File: config.mk
export PLATFORM = sky130hd
export DESIGN_NAME = wav_stream_parser_top_flat
export DESIGN_NICKNAME = d
export VERILOG_FILES = /design/src/hw/rtl/wsp_pkg.sv /design/src/hw/rtl/wsp_if.sv /design/src/hw/rtl/wsp_datapath.sv /design/src/hw/rtl/wsp_ctrl.sv /design/src/hw/rtl/wav_stream_parser_top.sv /design/src/flat_wrapper.sv
export SDC_FILE = /design/constraint.sdc
export NUM_CORES = 1
export LEC_CHECK = 0
export BUFFER_PORTS_ARGS = -buffer_cell sky130_fd_sc_hd__buf_2
export CAP_MARGIN = 0
export CORE_ASPECT_RATIO = 0.8
export CORE_UTILIZATION = 40
export CTS_CLUSTER_DIAMETER = 120
export DETAILED_ROUTE_END_ITERATION = 7
export PLACE_DENSITY = 0.58
export SYNTH_ARGS = -nofsm -noshare
export SYNTH_HDL_FRONTEND = slang
export SYNTH_SLANG_ARGS = --single-unit
File: constraint.sdc
create_clock -name i_clk -period 5.3 [get_ports i_clk]
set_input_delay 0.53 -clock i_clk [delete_from_list [all_inputs] [get_ports i_clk]]
set_output_delay 0.53 -clock i_clk [all_outputs]
set_load 0.01 [all_outputs]
File: src/hw/rtl/wsp_pkg.sv
// Package for the WAV stream parser: word types, phase and result codes,
// tag constants and shared limits. No dependencies.
`default_nettype none
package wsp_pkg;

    localparam int unsigned MAX_SAMPLE_BYTES = 4;
    localparam int unsigned MAX_CHANNELS     = 2;

    localparam logic [31:0] TAG_RIFF = 32'h5249_4646;
    localparam logic [31:0] TAG_WAVE = 32'h5741_5645;
    localparam logic [31:0] TAG_FMT  = 32'h666D_7420;
    localparam logic [31:0] TAG_DATA = 32'h6461_7461;
    localparam logic [31:0] FMT_SIZE = 32'd16;

    typedef enum logic [3:0] {
        PH_RIFF   = 4'd0,
        PH_RSIZE  = 4'd1,
        PH_WAVE   = 4'd2,
        PH_ID     = 4'd3,
        PH_SKSIZE = 4'd4,
        PH_SKIP   = 4'd5,
        PH_FSIZE  = 4'd6,
        PH_FBODY  = 4'd7,
        PH_DTAG   = 4'd8,
        PH_DSIZE  = 4'd9,
        PH_SAMP   = 4'd10,
        PH_DRAIN  = 4'd11,
        PH_DONE   = 4'd12,
        PH_ERR    = 4'd13
    } t_phase;

    typedef enum logic [1:0] {
        K_SAMPLE = 2'd0,
        K_FORMAT = 2'd1,
        K_ERROR  = 2'd2
    } t_kind;

    typedef enum logic [3:0] {
        E_NONE      = 4'd0,
        E_NO_RIFF   = 4'd1,
        E_NO_WAVE   = 4'd2,
        E_NO_FMT    = 4'd3,
        E_FMT_SIZE  = 4'd4,
        E_TYPE      = 4'd5,
        E_BITS      = 4'd6,
        E_UNSUP     = 4'd7,
        E_NO_DATA   = 4'd8,
        E_EMPTY     = 4'd9,
        E_TRUNC     = 4'd10
    } t_err;

    typedef struct packed {
        logic [7:0] byte_in;
        logic       stream_end;
    } t_in_word;

    typedef struct packed {
        logic [1:0]  kind;
        logic [31:0] sample;
        logic        channel;
        logic        end_of_data;
        logic [1:0]  channel_count;
        logic [31:0] sample_rate;
        logic [5:0]  bits_per_sample;
        logic [3:0]  error_code;
        logic        last_result;
    } t_out_word;

    // controller to datapath
    typedef struct packed {
        logic   step;
        logic   clear;
        t_phase phase;
    } t_dp_cmd;

    // datapath to controller
    typedef struct packed {
        logic field_done;
        logic is_riff;
        logic is_wave;
        logic is_fmt;
        logic is_data;
        logic size_zero;
        logic size_is16;
        logic size_ge_ba;
        logic rem_last;
        t_err body_err;
        logic samp_done;
        logic eod;
    } t_dp_stat;

endpackage
`default_nettype wire

File: src/hw/rtl/wsp_if.sv
// Stream interfaces for the WAV stream parser: byte input and result output.
// Depends on wsp_pkg.
`default_nettype none
interface wsp_in_if import wsp_pkg::*; ();
    logic     valid;
    logic     ready;
    t_in_word data;
    modport source (output valid, output data, input ready);
    modport sink   (input valid, input data, output ready);
endinterface

interface wsp_out_if import wsp_pkg::*; ();
    logic      valid;
    logic      ready;
    t_out_word data;
    modport source (output valid, output data, input ready);
    modport sink   (input valid, input data, output ready);
endinterface
`default_nettype wire

File: src/hw/rtl/wsp_datapath.sv
// Datapath of the WAV stream parser: field collection, format registers,
// sample assembly, frame credit and the latched result payload. Uses wsp_pkg.
`default_nettype none
module wsp_datapath import wsp_pkg::*; (
    input  wire logic        i_clk,
    input  wire logic        i_rst_n,
    input  wire t_dp_cmd     i_cmd,
    input  wire logic [7:0]  i_byte,
    output t_dp_stat         o_stat,
    output logic [31:0]      o_sample,
    output logic             o_channel,
    output logic             o_eod,
    output logic [1:0]       o_chan_count,
    output logic [31:0]      o_rate,
    output logic [5:0]       o_bits
);

    logic [31:0] r_tag, n_tag;
    logic [1:0]  r_fbc, n_fbc;
    logic [31:0] r_size, n_size;
    logic [31:0] r_rem, n_rem;
    logic [15:0] r_type, n_type;
    logic [15:0] r_chans, n_chans;
    logic [31:0] r_rate, n_rate;
    logic [15:0] r_ba, n_ba;
    logic [15:0] r_bits, n_bits;
    logic [2:0]  r_sb, n_sb;
    logic [31:0] r_asm, n_asm;
    logic [1:0]  r_sbi, n_sbi;
    logic        r_ch, n_ch;
    logic [31:0] r_credit, n_credit;
    logic        r_last_frame, n_last_frame;

    logic [31:0] r_o_sample;
    logic        r_o_channel, r_o_eod;
    logic [1:0]  r_o_cc;
    logic [31:0] r_o_rate;
    logic [5:0]  r_o_bits;

    logic [31:0] tag_next, size_next, asm_next, samp_val, ba32, sub_a, diff;
    logic [15:0] bits_next, sb_calc;
    logic [3:0]  off;
    logic [5:0]  sh;
    logic        last_ch, diff_lt;

    // Field assembly and checks
    always_comb begin
        tag_next  = {r_tag[23:0], i_byte};
        size_next = (r_fbc == 2'd0) ? {24'd0, i_byte}
                                    : (r_size | ({24'd0, i_byte} << {r_fbc, 3'b000}));
        off       = 4'd0 - r_rem[3:0];
        bits_next = {i_byte, r_bits[7:0]};
        sb_calc   = (r_chans == 16'd2) ? {1'b0, r_ba[15:1]} : r_ba;
        ba32      = {16'd0, r_ba};
        sub_a     = (i_cmd.phase == PH_DSIZE) ? size_next : r_credit;
        diff      = sub_a - ba32;
        diff_lt   = diff < ba32;
        asm_next  = r_asm | ({24'd0, i_byte} << {r_sbi, 3'b000});
        sh        = 6'd32 - {r_sb, 3'b000};
        samp_val  = asm_next << sh[4:0];
        if (r_sb == 3'd1) begin
            samp_val[31] = ~samp_val[31];
        end
        last_ch   = (r_ch == (r_chans == 16'd2));
    end

    // Status for the controller
    always_comb begin
        o_stat.field_done = (r_fbc == 2'd3);
        o_stat.is_riff    = (tag_next == TAG_RIFF);
        o_stat.is_wave    = (tag_next == TAG_WAVE);
        o_stat.is_fmt     = (tag_next == TAG_FMT);
        o_stat.is_data    = (tag_next == TAG_DATA);
        o_stat.size_zero  = (size_next == 32'd0);
        o_stat.size_is16  = (size_next == FMT_SIZE);
        o_stat.size_ge_ba = (size_next >= ba32);
        o_stat.rem_last   = (r_rem <= 32'd1);
        o_stat.samp_done  = ({1'b0, r_sbi} + 3'd1) >= r_sb;
        o_stat.eod        = r_last_frame && last_ch;
        if (r_type != 16'd1) begin
            o_stat.body_err = E_TYPE;
        end else if (bits_next[2:0] != 3'd0) begin
            o_stat.body_err = E_BITS;
        end else if (r_chans < 16'd1 || r_chans > 16'(MAX_CHANNELS) ||
                     sb_calc < 16'd1 || sb_calc > 16'(MAX_SAMPLE_BYTES) ||
                     bits_next > 16'(8 * MAX_SAMPLE_BYTES)) begin
            o_stat.body_err = E_UNSUP;
        end else begin
            o_stat.body_err = E_NONE;
        end
    end

    // Next state of the parse registers
    always_comb begin
        n_tag = r_tag;  n_fbc = r_fbc;  n_size = r_size;  n_rem = r_rem;
        n_type = r_type; n_chans = r_chans; n_rate = r_rate; n_ba = r_ba;
        n_bits = r_bits; n_sb = r_sb; n_asm = r_asm; n_sbi = r_sbi; n_ch = r_ch;
        n_credit = r_credit; n_last_frame = r_last_frame;
        case (i_cmd.phase)
            PH_RIFF, PH_WAVE, PH_ID, PH_DTAG: begin
                n_tag = tag_next;
                n_fbc = r_fbc + 2'd1;
            end
            PH_RSIZE, PH_SKSIZE, PH_FSIZE, PH_DSIZE: begin
                n_size = size_next;
                n_fbc  = r_fbc + 2'd1;
                if (r_fbc == 2'd3) begin
                    n_rem = (i_cmd.phase == PH_FSIZE) ? FMT_SIZE : size_next;
                    if (i_cmd.phase == PH_DSIZE) begin
                        n_asm        = 32'd0;
                        n_sbi        = 2'd0;
                        n_ch         = 1'b0;
                        n_credit     = diff;
                        n_last_frame = diff_lt;
                    end
                end
            end
            PH_SKIP, PH_DRAIN: begin
                if (r_rem != 32'd0) n_rem = r_rem - 32'd1;
            end
            PH_FBODY: begin
                case (off)
                    4'd0:  n_type[7:0]   = i_byte;
                    4'd1:  n_type[15:8]  = i_byte;
                    4'd2:  n_chans[7:0]  = i_byte;
                    4'd3:  n_chans[15:8] = i_byte;
                    4'd4:  n_rate[7:0]   = i_byte;
                    4'd5:  n_rate[15:8]  = i_byte;
                    4'd6:  n_rate[23:16] = i_byte;
                    4'd7:  n_rate[31:24] = i_byte;
                    4'd12: n_ba[7:0]     = i_byte;
                    4'd13: n_ba[15:8]    = i_byte;
                    4'd14: n_bits[7:0]   = i_byte;
                    4'd15: n_bits[15:8]  = i_byte;
                    default: ;
                endcase
                if (r_rem != 32'd0) n_rem = r_rem - 32'd1;
                n_sb = sb_calc[2:0];
            end
            PH_SAMP: begin
                if (r_rem != 32'd0) n_rem = r_rem - 32'd1;
                if (o_stat.samp_done) begin
                    n_asm = 32'd0;
                    n_sbi = 2'd0;
                    n_ch  = (r_chans == 16'd2) ? ~r_ch : 1'b0;
                    // open the next frame
                    if (last_ch && !r_last_frame) begin
                        n_credit     = diff;
                        n_last_frame = diff_lt;
                    end
                end else begin
                    n_asm = asm_next;
                    n_sbi = r_sbi + 2'd1;
                end
            end
            default: ;
        endcase
    end

    // Hold parse registers; clear at reset and at end of file
    always_ff @(posedge i_clk) begin
        if (!i_rst_n || (i_cmd.step && i_cmd.clear)) begin
            r_tag <= '0; r_fbc <= '0; r_size <= '0; r_rem <= '0;
            r_type <= '0; r_chans <= '0; r_rate <= '0; r_ba <= '0;
            r_bits <= '0; r_sb <= '0; r_asm <= '0; r_sbi <= '0; r_ch <= 1'b0;
            r_credit <= '0; r_last_frame <= 1'b0;
        end else if (i_cmd.step) begin
            r_tag <= n_tag; r_fbc <= n_fbc; r_size <= n_size; r_rem <= n_rem;
            r_type <= n_type; r_chans <= n_chans; r_rate <= n_rate; r_ba <= n_ba;
            r_bits <= n_bits; r_sb <= n_sb; r_asm <= n_asm; r_sbi <= n_sbi;
            r_ch <= n_ch; r_credit <= n_credit; r_last_frame <= n_last_frame;
        end
    end

    // Latch result payload for each word
    always_ff @(posedge i_clk) begin
        if (i_cmd.step) begin
            r_o_sample  <= samp_val;
            r_o_channel <= r_ch;
            r_o_eod     <= o_stat.eod;
            r_o_cc      <= r_chans[1:0];
            r_o_rate    <= r_rate;
            r_o_bits    <= r_bits[5:0];
        end
    end

    assign o_sample     = r_o_sample;
    assign o_channel    = r_o_channel;
    assign o_eod        = r_o_eod;
    assign o_chan_count = r_o_cc;
    assign o_rate       = r_o_rate;
    assign o_bits       = r_o_bits;

endmodule
`default_nettype wire

File: src/hw/rtl/wsp_ctrl.sv
// Controller of the WAV stream parser: phase state machine, result queue
// and handshakes. Uses wsp_pkg.
`default_nettype none
module wsp_ctrl import wsp_pkg::*; (
    input  wire logic     i_clk,
    input  wire logic     i_rst_n,
    input  wire logic     i_in_valid,
    input  wire logic     i_end,
    output logic          o_in_ready,
    input  wire t_dp_stat i_stat,
    output t_dp_cmd       o_cmd,
    output logic          o_out_valid,
    input  wire logic     i_out_ready,
    output t_kind         o_kind,
    output t_err          o_code,
    output logic          o_from_a,
    output logic          o_last
);

    t_phase r_phase, n_phase, p_next;
    logic   r_a_valid, n_a_valid, r_b_valid, n_b_valid;
    t_kind  r_a_kind, n_a_kind;
    t_err   r_a_code, n_a_code, err;
    logic   step, res_a;
    t_kind  res_kind;

    assign o_in_ready = !r_a_valid && !r_b_valid;
    assign step       = i_in_valid && o_in_ready;

    // Next phase and first result of this word
    always_comb begin
        p_next   = r_phase;
        err      = E_NONE;
        res_a    = 1'b0;
        res_kind = K_SAMPLE;
        unique case (r_phase)
            PH_RIFF: if (i_stat.field_done) begin
                if (i_stat.is_riff) p_next = PH_RSIZE; else err = E_NO_RIFF;
            end
            PH_RSIZE: if (i_stat.field_done) p_next = PH_WAVE;
            PH_WAVE: if (i_stat.field_done) begin
                if (i_stat.is_wave) p_next = PH_ID; else err = E_NO_WAVE;
            end
            PH_ID: if (i_stat.field_done) begin
                p_next = i_stat.is_fmt ? PH_FSIZE : PH_SKSIZE;
            end
            PH_SKSIZE: if (i_stat.field_done) begin
                if (i_stat.size_zero) err = E_NO_FMT; else p_next = PH_SKIP;
            end
            PH_SKIP: if (i_stat.rem_last) p_next = PH_ID;
            PH_FSIZE: if (i_stat.field_done) begin
                if (i_stat.size_is16) p_next = PH_FBODY; else err = E_FMT_SIZE;
            end
            PH_FBODY: if (i_stat.rem_last) begin
                if (i_stat.body_err != E_NONE) err = i_stat.body_err;
                else p_next = PH_DTAG;
            end
            PH_DTAG: if (i_stat.field_done) begin
                if (i_stat.is_data) p_next = PH_DSIZE; else err = E_NO_DATA;
            end
            PH_DSIZE: if (i_stat.field_done) begin
                if (i_stat.size_zero) begin
                    err = E_EMPTY;
                end else begin
                    res_a    = 1'b1;
                    res_kind = K_FORMAT;
                    p_next   = i_stat.size_ge_ba ? PH_SAMP : PH_DRAIN;
                end
            end
            PH_SAMP: if (i_stat.samp_done) begin
                res_a    = 1'b1;
                res_kind = K_SAMPLE;
                if (i_stat.eod) p_next = i_stat.rem_last ? PH_DONE : PH_DRAIN;
            end
            PH_DRAIN: if (i_stat.rem_last) p_next = PH_DONE;
            PH_DONE:  p_next = PH_DONE;
            PH_ERR:   p_next = PH_ERR;
            default:  p_next = PH_ERR;
        endcase
        if (err != E_NONE) begin
            res_a    = 1'b1;
            res_kind = K_ERROR;
            p_next   = PH_ERR;
        end
    end

    // Phase register update and result queue
    always_comb begin
        n_phase   = r_phase;
        n_a_valid = r_a_valid;
        n_b_valid = r_b_valid;
        n_a_kind  = r_a_kind;
        n_a_code  = r_a_code;
        if (o_out_valid && i_out_ready) begin
            if (r_a_valid) n_a_valid = 1'b0; else n_b_valid = 1'b0;
        end
        if (step) begin
            n_a_valid = res_a;
            n_a_kind  = res_kind;
            n_a_code  = err;
            n_b_valid = i_end && (p_next != PH_DONE) && (p_next != PH_ERR);
            n_phase   = i_end ? PH_RIFF : p_next;
        end
    end

    always_ff @(posedge i_clk) begin
        if (!i_rst_n) begin
            r_phase   <= PH_RIFF;
            r_a_valid <= 1'b0;
            r_b_valid <= 1'b0;
            r_a_kind  <= K_SAMPLE;
            r_a_code  <= E_NONE;
        end else begin
            r_phase   <= n_phase;
            r_a_valid <= n_a_valid;
            r_b_valid <= n_b_valid;
            r_a_kind  <= n_a_kind;
            r_a_code  <= n_a_code;
        end
    end

    // Drive datapath commands and output word select
    always_comb begin
        o_cmd.step  = step;
        o_cmd.clear = i_end;
        o_cmd.phase = r_phase;
        o_out_valid = r_a_valid || r_b_valid;
        o_from_a    = r_a_valid;
        o_kind      = r_a_valid ? r_a_kind : K_ERROR;
        o_code      = r_a_valid ? r_a_code : E_TRUNC;
        o_last      = r_a_valid ? !r_b_valid : 1'b1;
    end

endmodule
`default_nettype wire

File: src/hw/rtl/wav_stream_parser_top.sv
// WAV stream parser top level. Throughput: one byte per cycle while a byte
// makes no result; after a byte that makes results the input holds off until
// its one or two result words are taken. A result word is valid the cycle
// after its byte is accepted. Synchronous active-low reset returns the parser
// to the RIFF tag search with the result queue empty.
// Depends on wsp_pkg, wsp_if, wsp_ctrl and wsp_datapath.
`default_nettype none
module wav_stream_parser_top import wsp_pkg::*; (
    input  wire logic  i_clk,
    input  wire logic  i_rst_n,
    wsp_in_if.sink     i_in,
    wsp_out_if.source  o_out
);

    t_dp_cmd     cmd;
    t_dp_stat    stat;
    t_kind       kind;
    t_err        code;
    logic        from_a, last;
    logic [31:0] dp_sample, dp_rate;
    logic        dp_channel, dp_eod;
    logic [1:0]  dp_cc;
    logic [5:0]  dp_bits;
    logic        in_ready, out_valid;

    wsp_ctrl u_ctrl (
        .i_clk       (i_clk),
        .i_rst_n     (i_rst_n),
        .i_in_valid  (i_in.valid),
        .i_end       (i_in.data.stream_end),
        .o_in_ready  (in_ready),
        .i_stat      (stat),
        .o_cmd       (cmd),
        .o_out_valid (out_valid),
        .i_out_ready (o_out.ready),
        .o_kind      (kind),
        .o_code      (code),
        .o_from_a    (from_a),
        .o_last      (last)
    );

    wsp_datapath u_dp (
        .i_clk        (i_clk),
        .i_rst_n      (i_rst_n),
        .i_cmd        (cmd),
        .i_byte       (i_in.data.byte_in),
        .o_stat       (stat),
        .o_sample     (dp_sample),
        .o_channel    (dp_channel),
        .o_eod        (dp_eod),
        .o_chan_count (dp_cc),
        .o_rate       (dp_rate),
        .o_bits       (dp_bits)
    );

    assign i_in.ready  = in_ready;
    assign o_out.valid = out_valid;

    // Zero the fields that do not belong to the word's kind
    always_comb begin
        o_out.data                 = '0;
        o_out.data.kind            = kind;
        o_out.data.last_result     = last;
        case (kind)
            K_SAMPLE: begin
                o_out.data.sample      = dp_sample;
                o_out.data.channel     = dp_channel;
                o_out.data.end_of_data = dp_eod;
            end
            K_FORMAT: begin
                o_out.data.channel_count   = dp_cc;
                o_out.data.sample_rate     = dp_rate;
                o_out.data.bits_per_sample = dp_bits;
            end
            default: begin
                o_out.data.error_code = from_a ? code : E_TRUNC;
            end
        endcase
    end

endmodule
`default_nettype wire

File: src/flat_wrapper.sv
// flat-port wrapper written by rule: the top's interface ports become plain ports
module wav_stream_parser_top_flat import wsp_pkg::*;
  (i_clk, i_rst_n, i_in_valid, i_in_data, i_in_ready, o_out_valid, o_out_data, o_out_ready);
  wsp_in_if i_in_i ();
  wsp_out_if o_out_i ();
  input  wire logic i_clk;
  input  wire logic i_rst_n;
  input wire logic [$bits(i_in_i.valid)-1:0] i_in_valid;
  input wire logic [$bits(i_in_i.data)-1:0] i_in_data;
  output wire logic [$bits(i_in_i.ready)-1:0] i_in_ready;
  output wire logic [$bits(o_out_i.valid)-1:0] o_out_valid;
  output wire logic [$bits(o_out_i.data)-1:0] o_out_data;
  input wire logic [$bits(o_out_i.ready)-1:0] o_out_ready;
  assign i_in_i.valid = i_in_valid;
  assign i_in_i.data = i_in_data;
  assign i_in_ready = i_in_i.ready;
  assign o_out_valid = o_out_i.valid;
  assign o_out_data = o_out_i.data;
  assign o_out_i.ready = o_out_ready;
  wav_stream_parser_top u_core (.i_clk(i_clk), .i_rst_n(i_rst_n), .i_in(i_in_i), .o_out(o_out_i));
endmodule
# After elaboration in Yosys (flattened, before gate mapping)
# Index checks and enable logic that the tools add are counted.
# word_totals
reg_bits	335
input_bits	13
word_cells	246
output_inout_bits	83
# op_classes
n_bitwise	4
n_mux	95
addsub	7
magnitude_cmp	9
shift	3
reduce_logical	55
eq_ne	41
# op_table
op	count
2-to-1 mux 32 bit	12
one-hot mux 32 bit (2 select lines)	3
== test 32 x 31 -> 1 bit (second input constant)	4
2-to-1 mux 4 bit	28
bitwise OR 32 bit	2
left shift 8 x 5 -> 32 bit	2
one-hot mux 4 bit (13 select lines)	1
2-to-1 mux 40 bit	1
2-to-1 mux 34 bit	1
AND reduction 3 bit	11
== test 32 x 5 -> 1 bit (second input constant)	1
== test 4 x 3 -> 1 bit (second input constant)	8
== test 4 bit (second input constant)	8
>= comparator 32 x 16 -> 1 bit	1
<= comparator 32 x 1 -> 1 bit (second input constant)	1
zero test 32 bit	1
less-than comparator 16 x 1 -> 1 bit (second input constant)	2
less-than comparator 32 x 16 -> 1 bit	1
nonzero test 32 bit	1
left shift 32 x 5 -> 32 bit	1
subtractor 32 x 1 -> 32 bit (second input constant)	1
subtractor 32 x 16 -> 32 bit	1
one-hot mux 4 bit (7 select lines)	1
2-to-1 mux 1 bit	25
other kinds (40)	96

# Logic depth before layout (Yosys ltp)
# Gate-level depths: netlist of run 1.
# depth
word_depth	19
mapped_depth	28
ltp_nobuf	24

# Hierarchy
# Synthesis of run 1 repeated with hierarchy kept, for this count alone.
# hier_totals
cells_unflattened	2139
hier_area_um2	17872.1
# by_module_without_submodules
module	cells_per_inst	seq_area_each_um2	instances	area_per_inst_um2
wsp_datapath	1920	7206.9	1	16319.4
wsp_ctrl	129	240.2	1	964.7
wav_stream_parser_top	90	0.0	1	588.1

# Worst setup path after synthesis of run 1
# No wires, ideal clock.
# synth_path
path_type	register -> register
from	reg u_core.u_ctrl.r_phase[2]
to	reg u_core.u_dp.r_last_frame
setup_ns	0.074
arrival_ns	4.654
setup_slack_ns	0.572
path_buffers	5
stages_incl_launch_ff	26
cell_sequence	dfxtp_1 > clkbuf_1 > nand4bb_1 > buf_2 > buf_1 > clkbuf_1 > clkbuf_1 > o21ai_0 > ha_1 > o211ai_1 > a21o_1 > a31o_2 > o21ai_0 > nor2b_1 > o21ai_0 > xnor2_1 > ha_1 > nand4_1 > nor2_1 > a21oi_1 > nand4_1 > nor2_1 > nand4_1 > nor4_1 > nand4b_1 > o21ai_0
# synth_via
elab_chain_len	7
word_cells_on_any_way	20
classes_between	1 x add/sub; 1 x order compare; 9 x eq/ne; 6 x mux; 3 x reduce/logical
# synth_lines
element	line	source
start: declaration	wsp_ctrl.sv:20	t_phase r_phase, n_phase, p_next;
start signal: assignment	wsp_ctrl.sv:114	r_phase <= n_phase;
== test 4 bit *	wsp_datapath.sv:55	sub_a = (i_cmd.phase == PH_DSIZE) ? size_next : r_credit;
2-to-1 mux 32 bit *	wsp_datapath.sv:55	
subtractor 32 x 16 -> 32 bit *	wsp_datapath.sv:56	diff = sub_a - ba32;
named net u_core.u_dp.diff[15]	wsp_datapath.sv:40	logic [31:0] tag_next, size_next, asm_next, samp_val, ba32, sub_a, diff;
less-than comparator 32 x 16 -> 1 bit *	wsp_datapath.sv:57	diff_lt = diff < ba32;
2-to-1 mux 1 bit, on equally long branches	wsp_datapath.sv:147, wsp_datapath.sv:109	
2-to-1 mux 1 bit, on equally long branches	wsp_datapath.sv:142, wsp_datapath.sv:107	
one-hot mux 1 bit (2 select lines) *	wsp_datapath.sv:99	case (i_cmd.phase)
end signal: assignment	wsp_datapath.sv:171	r_ch <= n_ch; r_credit <= n_credit; r_last_frame <= n_last_frame;
end: declaration	wsp_datapath.sv:32	logic r_last_frame, n_last_frame;
# The timed path passes the listed nets; every way through them passes the cells marked *. The select of a mux whose other input is x is not followed.
# A chain may end at the register's enable or synchronous reset.

# Final worst setup path of run 1
# layout_path
from	reg u_core.u_dp.r_fbc[0]
to	reg u_core.u_dp.r_last_frame
# layout_via
elab_chain_len	9
word_cells_on_any_way	15
classes_between	1 x add/sub; 1 x order compare; 2 x eq/ne; 1 x shift; 7 x mux; 1 x bitwise; 2 x reduce/logical
# layout_lines
element	line	source
start: declaration	wsp_datapath.sv:19	logic [1:0] r_fbc, n_fbc;
start signal: assignment	wsp_datapath.sv:168	r_tag <= n_tag; r_fbc <= n_fbc; r_size <= n_size; r_rem <= n_rem;
left shift 8 x 5 -> 32 bit	wsp_datapath.sv:50	: (r_size | ({24'd0, i_byte} << {r_fbc, 3'b000}));
bitwise OR 32 bit	wsp_datapath.sv:50	
2-to-1 mux 32 bit *	wsp_datapath.sv:49	size_next = (r_fbc == 2'd0) ? {24'd0, i_byte}
2-to-1 mux 32 bit *	wsp_datapath.sv:55	
subtractor 32 x 16 -> 32 bit *	wsp_datapath.sv:56	
named net u_core.u_dp.diff[15]	wsp_datapath.sv:40	
less-than comparator 32 x 16 -> 1 bit *	wsp_datapath.sv:57	
2-to-1 mux 1 bit, on equally long branches	wsp_datapath.sv:147, wsp_datapath.sv:109	
2-to-1 mux 1 bit, on equally long branches	wsp_datapath.sv:142, wsp_datapath.sv:107	
one-hot mux 1 bit (2 select lines) *	wsp_datapath.sv:99	
# Marked as above.

==> metrics.sh, run 1 <==
STATUS='finished clean'
SLEW_VIOL_FINAL=0
WIRE_LENGTH_OF_THE_FIRST_GLOBAL_ROUTING_PASS_UM=82800
FILLER_CELL_COUNT=4131
FLOORPLAN.INITIALDENSITY_PCT=40.7
CRIT_TOP_CELL='sky130_fd_sc_hd__o21ai_0'
DRT-WIRELENGTH-PER-CELL_UM=19.3
CRITPATHBUFINV=2
POSTROUTEWIRELENGTH_UM=53200
NET-SWITCHING-POWER_uW=1330
TOTAL_NUMBER_OF_NETS_IN_THE_FINAL_DESIGN=2242
INTERNAL-POWER_uW=4210
DRC_ERRORS=0
WORST_PATH_SLOWEST_CELL='sky130_fd_sc_hd__dfxtp_1'
POST_SYNTHESIS_CELL_AREA_SQ_MM=0.0176
CRIT-REG2REG-CAPTURE='u_core.u_dp.r_last_frame'
CRIT_ARRIVAL_NS=5.27
DIEWIDTH_UM=237
SETUP.WORST_PATH.START_CLASS='flip-flop'
CRITICAL_PATH.CELL_CHAIN='inv_1, ha_1, o21bai_2, a22oi_1, buf_4, o21ai_0, ha_1, o211ai_1, a21o_1, a31o_2, o21ai_0, nor2b_1, o21ai_0, xnor2_1, ha_1, nand4_1, nor2_1, a21oi_1, nand4_1, nor2_1, nand4_1, nor4_2, nand4b_1, o21ai_0'
CRIT_END='u_core.u_dp.r_last_frame'
CRITICAL_PATH_CELL_COUNT=24
TIGHTEST_SLEW_NS=1.28
PWR-SHARE-COMB_PCT=4.9
POST_SYNTH_EDFFS=74
YS_SEQ_ELEMENTS=335
POST-DP-HPWL_UM=36900
CLK_PIN_SLEW_NS=0.06
CRIT_REQUIRED_NS=5.80
GROUTE.USAGE.OVERALL_PCT=23.2
GRT_SETUP_UNREPAIRED='false'
COREAREA_SQ_MM=0.0433
DOMINANTREGCELLSYNTH='sky130_fd_sc_hd__dfxtp_1'
LARGEST_STAGE_DELAY_ON_THE_CRITICAL_PATH_NS=0.40
BUFFER_PORTS.INSERTED=95
POWER-PER-CELL-AREA_mW_PER_MM2=278
DIE-HEIGHT_UM=190
NUMBER_OF_ANTENNA_VIOLATIONS_AT_THE_FIRST_CHECK_IN_GLOBAL_ROUTING=1
SETUP_VIOL_COUNT_FINAL=0
SEQUENTIAL_POWER_SHARE_PCT=48.0
FINAL-HOLD-VIOLATION-COUNT=0
CLOCK_LATENCY_NS=0.58
TIMING.FMAX_MHz=209
SW_FRAC_OF_TOTAL_PCT=24.0
SYNTH_LARGEST_AREA_CELL='sky130_fd_sc_hd__dfxtp_1'
GR-TOTAL-OVERFLOW=0
DRT-INITIAL-DRC-COUNT=1637
SYNTHCELLS=2123
ROUTE.ANTENNA.REMAINING_NETS=0
POST_DRT_VIA_CELL_RATIO=5.64
CLOCK_SINKS=335
N_ANTENNA_CELL=0
POST-LAYOUT-TOTAL-POWER_uW=5540
SYNTH_AREA_LEADERS='sky130_fd_sc_hd__dfxtp_1 30%, sky130_fd_sc_hd__edfxtp_1 13%, sky130_fd_sc_hd__a21oi_1 6.4%'
FINAL.PERIOD_UTILIZATION_PCT=90.1
IO_PINS=96
MAX-CAP-VIOLATIONS=0
SYNTH_SEQ_AREA_SHARE_PCT=42.3
FINALSETUPTNS_NS=0
WORST-SETUP-PATH-TYPE='reg2reg'
CRITPATHLAUNCH='u_core.u_dp.r_fbc[0]'
CP-END-KIND='flip-flop'
WORST_R2R_STARTPOINT='u_core.u_dp.r_fbc[0]'
DETAILEDROUTE.FIRSTPASSITERATIONCOUNT=6
DETAILED_PLACE.AREA_SQ_MM=0.0187
CTS_TREE='yes'
SYNTHTOPCELLSBYCOUNT='277 x sky130_fd_sc_hd__nor2_1, 261 x sky130_fd_sc_hd__dfxtp_1, 257 x sky130_fd_sc_hd__nand2_1'
CTS_MAX_PATH_BUFFERS=3
SYNTH_MOST_COMMON_CELL='sky130_fd_sc_hd__nor2_1'
FINISH.INSTANCE_AREA_SQ_MM=0.0199
POSTSYNTHNETCOUNT=2199
SYNTH_AREA_PER_CELL_SQ_UM=8.30
VIAS_IN_THE_FIRST_GLOBAL_ROUTE=14200
PERIOD_NEEDED_NS=4.77
CTS_BUFFERS=37
VDD.IR_DROP.WORST_uV=193
REG2REG_SLACK_NS=0.53
WORST_HOLD_PATH_TYPE='in2reg'
CTSROOTBUFFERMASTER='sky130_fd_sc_hd__clkbuf_16'
GRT_MAX_DEGREE=134
MAX-SLEW-MARGIN-REL_PCT=13.7
WORST-R2R-CELL-COUNT=24
LAYOUT-DRIVE-GT1-SHARE_PCT=10.6
P_LEAK_uW=0.00769
PLACEMENT_ROWS=68
SYNTH_TOP_AREA_SHARE_PCT=29.7
LAYOUT_OVERHEAD_ON_THE_SYNTHESIZED_AREA_PCT=13.1
CRITICAL_PATH.MAX_FANOUT=8
YS.WARNINGS.COUNT=0
FINAL.SETUP_SKEW_NS=0.0259
YOSYS.CELL_TYPES.COUNT=75
CTS-HTREE-LEVELS=2
ROUTE.VIAS.TOTAL=15500
FINALWEIGHTEDCONGESTION=0.914
FINAL_CORE_UTILIZATION_PCT=46.0
SYNTH-ASYNC-RESET-RATIO_PCT=0
CP_TOP_FAMILY='compound AO/OA/AOI/OAI gates'
PWR-SHARE-CLK_PCT=47.1
DIEAREA_SQ_MM=0.0449
## worst reg2reg max path: stages, from the launching register on
cell	delay, ns
sky130_fd_sc_hd__dfxtp_1	0.40
sky130_fd_sc_hd__inv_1	0.10
sky130_fd_sc_hd__ha_1	0.24
sky130_fd_sc_hd__o21bai_2	0.27
sky130_fd_sc_hd__a22oi_1	0.17
sky130_fd_sc_hd__buf_4	0.16
sky130_fd_sc_hd__o21ai_0	0.09
sky130_fd_sc_hd__ha_1	0.37
sky130_fd_sc_hd__o211ai_1	0.12
sky130_fd_sc_hd__a21o_1	0.19
sky130_fd_sc_hd__a31o_2	0.23
sky130_fd_sc_hd__o21ai_0	0.38
sky130_fd_sc_hd__nor2b_1	0.10
sky130_fd_sc_hd__o21ai_0	0.22
sky130_fd_sc_hd__xnor2_1	0.18
sky130_fd_sc_hd__ha_1	0.28
sky130_fd_sc_hd__nand4_1	0.13
sky130_fd_sc_hd__nor2_1	0.08
sky130_fd_sc_hd__a21oi_1	0.15
sky130_fd_sc_hd__nand4_1	0.11
sky130_fd_sc_hd__nor2_1	0.13
sky130_fd_sc_hd__nand4_1	0.12
sky130_fd_sc_hd__nor4_2	0.16
sky130_fd_sc_hd__nand4b_1	0.13
sky130_fd_sc_hd__o21ai_0	0.17
## logic make-up (layout without fill, tap and decap cells)
| kind of cell | count (synthesis) | count (layout) | share of synthesized area (%) |
|---|---|---|---|
| buffers and inverters | 198 | 267 | 4.33 |
| flip-flops | 335 | 335 | 42.3 |
| AND/OR/NAND/NOR | 885 | 885 | 24.0 |
| XOR/XNOR | 33 | 33 | 1.64 |
| AO/OA/AOI/OAI | 511 | 511 | 17.7 |
| adder cells (fa/ha/maj) | 63 | 63 | 4.52 |
| multiplexers | 98 | 98 | 5.57 |
## worst min path at each step
stage                           start                      end  slack, ns  cells past startpoint
2_1_floorplan   u_core.u_dp.r_rate[0]    u_core.u_dp.o_rate[0]       0.41                      0
3_3_place_gp   u_core.u_dp.r_rate[20]   u_core.u_dp.o_rate[20]       0.41                      0
3_5_place_dp   u_core.u_dp.r_rate[12]   u_core.u_dp.o_rate[12]       0.42                      0
4_1_cts                   o_out_ready  u_core.u_ctrl.r_b_valid       0.26                      4
5_1_grt                   o_out_ready  u_core.u_ctrl.r_b_valid       0.30                      4
6_report                  o_out_ready  u_core.u_ctrl.r_b_valid       0.28                      4
## flip-flops by register name (all words and copies together) (netlist names), 8 cells and up
name                  flops
u_core.u_dp.r_rate       32
u_core.u_dp.o_sample     32
u_core.u_dp.r_asm        32
u_core.u_dp.r_size       32
u_core.u_dp.r_ba         16
u_core.u_dp.r_bits        8
u_core.u_dp.r_tag        24
u_core.u_dp.r_rem        32
u_core.u_dp.o_rate       32
u_core.u_dp.r_type       16
u_core.u_dp.r_chans      16
u_core.u_dp.r_credit     32
## what timing repair did
| action | CTS | global route |
|---|---|---|
| setup buffers | 0 | 1 |
| hold buffers | 0 | 0 |
| resized for setup | 0 | 4 |
| setup endpoints to repair | 0 | 1 |
## final cells by class
cell class | count | area, sq um | area share (%)
Clock inverter | 17 | 209 | 1.05
Clock buffer | 48 | 1010 | 5.06
Tap cell | 560 | 701 | 3.52
Multi-Input combinational cell | 1590 | 9460 | 47.5
Timing Repair Buffer | 150 | 901 | 4.52
Sequential cell | 335 | 7450 | 37.4
Inverter | 52 | 196 | 0.986
## metal layers
layer  share of wire [%]  GRT usage (%)  vias up
met4                 1.7           6.64        0
met5                   0              0        -
met2                  41           32.8      548
li1                    -              -     7566
met1                  49           35.1     7357
met3                 7.6           4.74       63
## power by group through the flow
| stage | clock network (uW) | registers (uW) | logic (uW) |
|---|---|---|---|
| 2_1_floorplan | 0 | 2710 | 169 |
| 3_3_place_gp | 0 | 2720 | 266 |
| 3_5_place_dp | 0 | 2720 | 268 |
| 4_1_cts | 2670 | 2660 | 270 |
| 5_1_grt | 2770 | 2660 | 296 |
| 6_report | 2610 | 2660 | 273 |
## per-stage QoR
| stage | worst slack (ns) | instances | hold WS (ns) |
|---|---|---|---|
| 6_report | 0.525 | 2752 | 0.284 |
| 5_1_grt | 0.0624 | 2752 | 0.295 |
| 3_5_place_dp | 0.491 | 2686 | 0.418 |
| 4_1_cts | 0.454 | 2751 | 0.259 |
| 2_1_floorplan | 0.572 | 2123 | 0.408 |
| 3_3_place_gp | 0.661 | 2686 | 0.411 |
## cell usage in the layout (no fill, tap or decap), types with 19 or more instances in the layout
master / n
sky130_fd_sc_hd__nor2_1: 276
sky130_fd_sc_hd__dfxtp_1: 261
sky130_fd_sc_hd__nand2_1: 257
sky130_fd_sc_hd__a21oi_1: 221
sky130_fd_sc_hd__mux2i_1: 98
sky130_fd_sc_hd__buf_2: 95
sky130_fd_sc_hd__o21ai_0: 93
sky130_fd_sc_hd__and2_1: 93
sky130_fd_sc_hd__edfxtp_1: 74
sky130_fd_sc_hd__ha_1: 62
sky130_fd_sc_hd__buf_4: 54
sky130_fd_sc_hd__nor3_1: 52
sky130_fd_sc_hd__inv_1: 51
sky130_fd_sc_hd__nor2b_1: 39
sky130_fd_sc_hd__clkbuf_16: 37
sky130_fd_sc_hd__nand3_1: 26
sky130_fd_sc_hd__a22oi_1: 25
sky130_fd_sc_hd__a211oi_1: 22
sky130_fd_sc_hd__nand4_1: 21
sky130_fd_sc_hd__nor4_1: 21
sky130_fd_sc_hd__nand2b_1: 19
Note: power is estimated with default switching activity, not from simulation.
==> run 2: changes to the inputs <==
--- a/config.mk
+++ b/config.mk
@@ -8,6 +8,7 @@
 export BUFFER_PORTS_ARGS = -buffer_cell sky130_fd_sc_hd__buf_2
 export CAP_MARGIN = 0
 export CORE_ASPECT_RATIO = 0.8
+export CORE_MARGIN = 3
 export CORE_UTILIZATION = 40
 export CTS_CLUSTER_DIAMETER = 120
 export DETAILED_ROUTE_END_ITERATION = 7
==> run 2 against run 1 <==
  * Largest power group unchanged
  * Via count grew 0.89%
  * Routed wire length increased by 0.86%
  * Critical endpoint unchanged
  * First-iteration DRC count down 3.8%
  * Largest cell class unchanged
==> metrics.sh, run 2 (synthesis results as in run 1) <==
STATUS='finished clean'
LAYOUT_OVERHEAD_ON_THE_SYNTHESIZED_AREA_PCT=12.7
N_ANTENNA_CELL=0
ROUTE.VIAS.TOTAL=15700
CRIT_REQUIRED_NS=5.77
TIMING.FMAX_MHz=206
CRIT_ARRIVAL_NS=5.32
DIE-HEIGHT_UM=194
SEQUENTIAL_POWER_SHARE_PCT=48.8
MAX-CAP-VIOLATIONS=0
GR-TOTAL-OVERFLOW=0
IO_PINS=96
SETUP.WORST_PATH.START_CLASS='flip-flop'
WIRE_LENGTH_OF_THE_FIRST_GLOBAL_ROUTING_PASS_UM=84200
PWR-SHARE-COMB_PCT=5.0
SW_FRAC_OF_TOTAL_PCT=23.5
MOSTFREQUENTLAYOUTCELL='sky130_fd_sc_hd__nor2_1'
FINAL.SETUP_SKEW_NS=0.0170
VIAS_IN_THE_FIRST_GLOBAL_ROUTE=14200
SETUP_VIOL_COUNT_FINAL=0
POST-DP-HPWL_UM=37400
LAYOUT-DRIVE-GT1-SHARE_PCT=10.3
DRC_ERRORS=0
FINAL.PERIOD_UTILIZATION_PCT=91.6
FINAL_CORE_UTILIZATION_PCT=45.8
POST-ROUTE-WORST-SETUP-SLACK_NS=0.444
FINALWEIGHTEDCONGESTION=0.916
CTS-HTREE-LEVELS=2
PERIOD_NEEDED_NS=4.86
CRITICAL_PATH.MAX_FANOUT=15
DRT-INITIAL-DRC-COUNT=1574
PWR-SHARE-CLK_PCT=46.1
CTS_BUFFERS=37
POWER-PER-CELL-AREA_mW_PER_MM2=274
FINAL-HOLD-VIOLATION-COUNT=0
CTS_TREE='yes'
PLACEMENT_ROWS=68
ROUTE.ANTENNA.REMAINING_NETS=0
MAX-SLEW-MARGIN-REL_PCT=11.4
WORST-R2R-CELL-COUNT=23
GROUTE.USAGE.OVERALL_PCT=22.6
WORST-SETUP-PATH-TYPE='reg2reg'
WORST_HOLD_PATH_TYPE='in2reg'
DIEWIDTH_UM=241
CLOCK_SINKS=335
COREAREA_SQ_MM=0.0433
POSTROUTEWIRELENGTH_UM=53600
DIEAREA_SQ_MM=0.0466
NET-SWITCHING-POWER_uW=1280
CP-END-KIND='flip-flop'
CTS_HOLD_BUF=0
DRT-WIRELENGTH-PER-CELL_UM=19.5
POST_DRT_VIA_CELL_RATIO=5.70
CTS_MAX_PATH_BUFFERS=3
P_LEAK_uW=0.00765
MOST-COMMON-LAYOUT-CELLS='276 x sky130_fd_sc_hd__nor2_1, 261 x sky130_fd_sc_hd__dfxtp_1, 257 x sky130_fd_sc_hd__nand2_1'
REG2REG_SLACK_NS=0.44
CLK_PIN_SLEW_NS=0.06
DETAILEDROUTE.FIRSTPASSITERATIONCOUNT=6
CTSROOTBUFFERMASTER='sky130_fd_sc_hd__clkbuf_16'
VDD.IR_DROP.WORST_uV=164
GRT_SETUP_UNREPAIRED='false'
DPL_WORST_SLACK_NS=0.455
CLOCK_LATENCY_NS=0.56
GRT_MAX_DEGREE=127
TOTAL_NUMBER_OF_NETS_IN_THE_FINAL_DESIGN=2240
WHS_PATH_DEPTH=4
NUMBER_OF_ANTENNA_VIOLATIONS_AT_THE_FIRST_CHECK_IN_GLOBAL_ROUTING=0
INTERNAL-POWER_uW=4160
TIGHTEST_SLEW_NS=1.32
FLOORPLAN.INITIALDENSITY_PCT=40.7
BUFFER_PORTS.INSERTED=95
SLEW_VIOL_FINAL=0
FINALSETUPTNS_NS=0
-- run 2: layout make-up --
class / instances / area [sq um]
Fill cell: 4216 / 23500
Multi-Input combinational cell: 1590 / 9450
Sequential cell: 335 / 7450
Clock buffer: 54 / 1030
Timing Repair Buffer: 148 / 886
Tap cell: 560 / 701
Inverter: 52 / 200
Clock inverter: 10 / 133
-- run 2: critical path: stages (launching register included) --
cell	delay, ns
sky130_fd_sc_hd__dfxtp_1	0.31
sky130_fd_sc_hd__inv_1	0.10
sky130_fd_sc_hd__ha_1	0.32
sky130_fd_sc_hd__clkinvlp_4	0.32
sky130_fd_sc_hd__a22oi_1	0.38
sky130_fd_sc_hd__o21ai_0	0.15
sky130_fd_sc_hd__ha_1	0.38
sky130_fd_sc_hd__o21a_1	0.14
sky130_fd_sc_hd__o211ai_1	0.08
sky130_fd_sc_hd__a31o_2	0.26
sky130_fd_sc_hd__o21ai_1	0.34
sky130_fd_sc_hd__nor2b_1	0.08
sky130_fd_sc_hd__o21ai_0	0.21
sky130_fd_sc_hd__xnor2_1	0.19
sky130_fd_sc_hd__ha_1	0.29
sky130_fd_sc_hd__nand4_1	0.13
sky130_fd_sc_hd__nor2_1	0.08
sky130_fd_sc_hd__a21oi_1	0.16
sky130_fd_sc_hd__nand4_1	0.11
sky130_fd_sc_hd__nor2_1	0.13
sky130_fd_sc_hd__nand4_1	0.10
sky130_fd_sc_hd__nor4_1	0.21
sky130_fd_sc_hd__nand4b_1	0.12
sky130_fd_sc_hd__o21ai_0	0.17
-- run 2: worst paths after layout --
kind	end	startpoint
setup / recovery	u_core.u_dp.r_last_frame	u_core.u_dp.r_fbc[0]
hold / removal	u_core.u_ctrl.r_b_valid	o_out_ready
setup reg to reg	u_core.u_dp.r_last_frame	u_core.u_dp.r_fbc[0]
hold reg to reg	u_core.u_dp.o_rate[17]	u_core.u_dp.r_rate[17]
-- run 2: timing repair --
action,4_1_cts,5_1_grt
buffers inserted,0,0
setup endpoints to repair,0,1
resized for setup,0,4
-- run 2: power groups by stage --
stage | sequential (uW) | clock, uW | combinational, uW
after CTS | 2660 | 2570 | 269
after detailed placement | 2720 | 0 | 269
after global placement | 2710 | 0 | 265
after floorplan | 2710 | 0 | 169
final | 2660 | 2510 | 274
after global routing | 2660 | 2670 | 298
-- run 2: per-stage QoR --
step,power (uW),area (sq um),hold WS [ns],cells
after detailed placement,2980,18700,0.415,2685
after floorplan,2880,17600,0.408,2123
after global routing,5630,19800,0.284,2749
after global placement,2980,18700,0.412,2685
after CTS,5500,19800,0.254,2749
final,5450,19800,0.289,2749
-- run 2: metal layers --
metal  global-route usage (%)  part of all wire (%)
met1                     36.3                    51
met2                     31.7                    42
met3                     3.56                   6.5
met4                     4.07                   1.2
met5                        0                     0
==> run 3: changes to the inputs <==
--- a/config.mk
+++ b/config.mk
@@ -12,7 +12,7 @@
 export CORE_UTILIZATION = 40
 export CTS_CLUSTER_DIAMETER = 120
 export DETAILED_ROUTE_END_ITERATION = 7
-export PLACE_DENSITY = 0.58
+export PLACE_DENSITY = 0.65
 export SYNTH_ARGS = -nofsm -noshare
 export SYNTH_HDL_FRONTEND = slang
 export SYNTH_SLANG_ARGS = --single-unit
==> run 3 against run 2 <==
  * Sequential power hardly changed
  * Die area unchanged
  * Clock-buffer cell count decreased by 5
  * Via count up 0.80%
  * Non-clock buffer count rose by 1
  * Design area shrank 0.25%
  * Global-route usage down 0.83 points
  * Register-to-register slack better by 0.099 ns
  * Highest routed layer is now met5
  * Clock skew increased by 0.0073 ns
  * Utilization shrank 0.11 points
  * Sequential share of layout area increased by 0.093 points
==> metrics.sh, run 3 (synthesis results as in run 1) <==
NET-SWITCHING-POWER_uW=1300
PERIOD_NEEDED_NS=4.76
PLACEMENT_ROWS=68
GROUTE.USAGE.OVERALL_PCT=21.8
CRIT_END='u_core.u_dp.r_last_frame'
DIEWIDTH_UM=241
CRITPATHLAUNCH='u_core.u_ctrl.r_phase[3]'
DRT-INITIAL-DRC-COUNT=1554
LAYOUT-DRIVE-GT1-SHARE_PCT=10.5
FINISH.INSTANCE_AREA_SQ_MM=0.0198
SW_FRAC_OF_TOTAL_PCT=24.3
GRT_MAX_DEGREE=76
MAX-SLEW-MARGIN-REL_PCT=10.5
POST-ROUTE-WORST-SETUP-SLACK_NS=0.543
DRT-WIRELENGTH-PER-CELL_UM=19.0
MOST-COMMON-LAYOUT-CELLS='276 x sky130_fd_sc_hd__nor2_1, 261 x sky130_fd_sc_hd__dfxtp_1, 257 x sky130_fd_sc_hd__nand2_1'
ROUTE.ANTENNA.REMAINING_NETS=0
WORST_R2R_STARTPOINT='u_core.u_ctrl.r_phase[3]'
DETAILEDROUTE.FIRSTPASSITERATIONCOUNT=7
FLOORPLAN.INITIALDENSITY_PCT=40.7
BUFFER_PORTS.INSERTED=95
SETUP_VIOL_COUNT_FINAL=0
POSTROUTEWIRELENGTH_UM=52200
VDD.IR_DROP.WORST_uV=189
ROUTE.VIAS.TOTAL=15800
TIGHTEST_SLEW_NS=1.34
WORST-SETUP-PATH-TYPE='reg2reg'
SETUP.WORST_PATH.START_CLASS='flip-flop'
CTSROOTBUFFERMASTER='sky130_fd_sc_hd__clkbuf_16'
FINAL_CORE_UTILIZATION_PCT=45.7
WORST-R2R-CELL-COUNT=22
TOTAL_NUMBER_OF_NETS_IN_THE_FINAL_DESIGN=2239
POWER-PER-CELL-AREA_mW_PER_MM2=270
NUMBER_OF_ANTENNA_VIOLATIONS_AT_THE_FIRST_CHECK_IN_GLOBAL_ROUTING=3
REG2REG_SLACK_NS=0.54
FINAL-HOLD-VIOLATION-COUNT=0
FINAL.SETUP_SKEW_NS=0.0244
P_LEAK_uW=0.00764
DIEAREA_SQ_MM=0.0466
SEQUENTIAL_POWER_SHARE_PCT=49.8
CRIT_REQUIRED_NS=5.76
WHS_PATH_DEPTH=4
REGISTER_AREA_SQ_MM=0.00745
COREAREA_SQ_MM=0.0433
FINAL.PERIOD_UTILIZATION_PCT=89.7
LARGEST_STAGE_DELAY_ON_THE_CRITICAL_PATH_NS=0.55
POST-DP-HPWL_UM=36500
CLOCK_SINKS=335
PWR-SHARE-COMB_PCT=5.1
CRITICAL_PATH.CELL_CHAIN='nor4bb_4, nor2_1, a21o_1, ha_1, fa_1, nand2b_1, a21oi_1, o21ai_0, a21boi_0, o21a_1, nor2_1, xnor2_1, ha_1, nand4_1, nor2_1, a21oi_1, nand4_1, nor2_1, nand4_1, nor4_1, nand4b_1, o21ai_0'
SLEW_VIOL_FINAL=0
GRT_SETUP_UNREPAIRED='false'
DIE-HEIGHT_UM=194
VIAS_IN_THE_FIRST_GLOBAL_ROUTE=14700
DETAILED_PLACE.AREA_SQ_MM=0.0187
FINALWEIGHTEDCONGESTION=0.935
MAX-CAP-VIOLATIONS=0
IO_PINS=96
FINALSETUPTNS_NS=0
DRC_ERRORS=0
POST_DRT_VIA_CELL_RATIO=5.74
AREA_OF_THE_MULTI_INPUT_GATES_SQ_MM=0.00945
PWR-SHARE-CLK_PCT=45.1
MOSTFREQUENTLAYOUTCELL='sky130_fd_sc_hd__nor2_1'
CLK_PIN_SLEW_NS=0.07
STATUS='finished clean'
CRIT_TOP_CELL='sky130_fd_sc_hd__nor2_1'
WIRE_LENGTH_OF_THE_FIRST_GLOBAL_ROUTING_PASS_UM=82000
CTS_TREE='yes'
CP-END-KIND='flip-flop'
TIMING.FMAX_MHz=210
WORST_PATH_SLOWEST_CELL='sky130_fd_sc_hd__dfxtp_1'
CRITICAL_PATH.MAX_FANOUT=10
INTERNAL-POWER_uW=4040
CTS_BUFFERS=35
FILLER_CELL_COUNT=4209
CTS_MAX_PATH_BUFFERS=3
INSTANCES_NO_FILL=2751
CRIT_ARRIVAL_NS=5.22
DPL_WORST_SLACK_NS=0.499
CLOCK_LATENCY_NS=0.54
LAYOUT_OVERHEAD_ON_THE_SYNTHESIZED_AREA_PCT=12.4
WORST_HOLD_PATH_TYPE='in2reg'
CTS_HOLD_BUF=0
CTS-HTREE-LEVELS=2
POST-CTS-SETUP-BUFFERS=0
PLACE.DETAILED.INSTANCES=2686
GR-TOTAL-OVERFLOW=0
CRIT-REG2REG-CAPTURE='u_core.u_dp.r_last_frame'
## run 3: cell types whose count changed in the layout (fill, tap and decap cells not counted), sizes merged
cell / change
inv: +2
bufinv: -2
clkbuf: -5
clkinvlp: +2
diode: +1
clkinv: +3
buf: +1
## run 3: timing repair
item | in CTS | in global routing
resized for setup | 0 | 2
setup endpoints to repair | 0 | 1
hold endpoints to repair | 0 | 0
## run 3: area by class of cell
cell class                      count  area share [%]
Multi-Input combinational cell   1590            47.7
Sequential cell                   335            37.6
Clock buffer                       49            5.00
Timing Repair Buffer              149            4.45
Tap cell                          560            3.54
Inverter                           52           0.992
Clock inverter                     15           0.651
Antenna cell                        1          0.0126
## run 3: layer usage
layer	wire, um	vias to the layer above	track usage, %
li1	-	7571	-
met1	24300	7585	31.3
met2	22900	541	33.4
met3	3700	97	4.04
met4	1270	4	6.21
met5	24	-	0
## run 3: how the worst min path moves through the flow
stage	slack, ns	start	endpoint
after global routing	0.32	o_out_ready	u_core.u_ctrl.r_b_valid
after detailed placement	0.42	u_core.u_dp.r_rate[8]	u_core.u_dp.o_rate[8]
final	0.30	o_out_ready	u_core.u_ctrl.r_b_valid
after floorplan	0.41	u_core.u_dp.r_rate[0]	u_core.u_dp.o_rate[0]
after global placement	0.41	u_core.u_dp.r_rate[17]	u_core.u_dp.o_rate[17]
after CTS	0.28	o_out_ready	u_core.u_ctrl.r_b_valid
## run 3: worst max-delay path, delay by kind of cell, from the launching register on
| kind | cells | cell delay, ns |
|---|---|---|
| AOI/OAI and AO/OA | 7 | 1.30 |
| DFF | 1 | 0.55 |
| and+or+nand+nor | 11 | 1.75 |
| adders and majority gates | 3 | 0.87 |
| xor gates and xnor gates | 1 | 0.22 |
## run 3: power by group through the flow
| stage | Clock, uW | Sequential, uW | Combinational (uW) |
|---|---|---|---|
| after global placement | 0 | 2710 | 263 |
| after detailed placement | 0 | 2720 | 266 |
| after CTS | 2450 | 2660 | 267 |
| after global routing | 2560 | 2660 | 295 |
| final | 2410 | 2660 | 273 |
| after floorplan | 0 | 2710 | 169 |
## run 3: per-stage QoR
stage / total power, uW / hold WS [ns]
3_5_place_dp: 2980 / 0.418
3_3_place_gp: 2980 / 0.413
2_1_floorplan: 2880 / 0.408
4_1_cts: 5380 / 0.282
6_report: 5340 / 0.302
5_1_grt: 5520 / 0.318
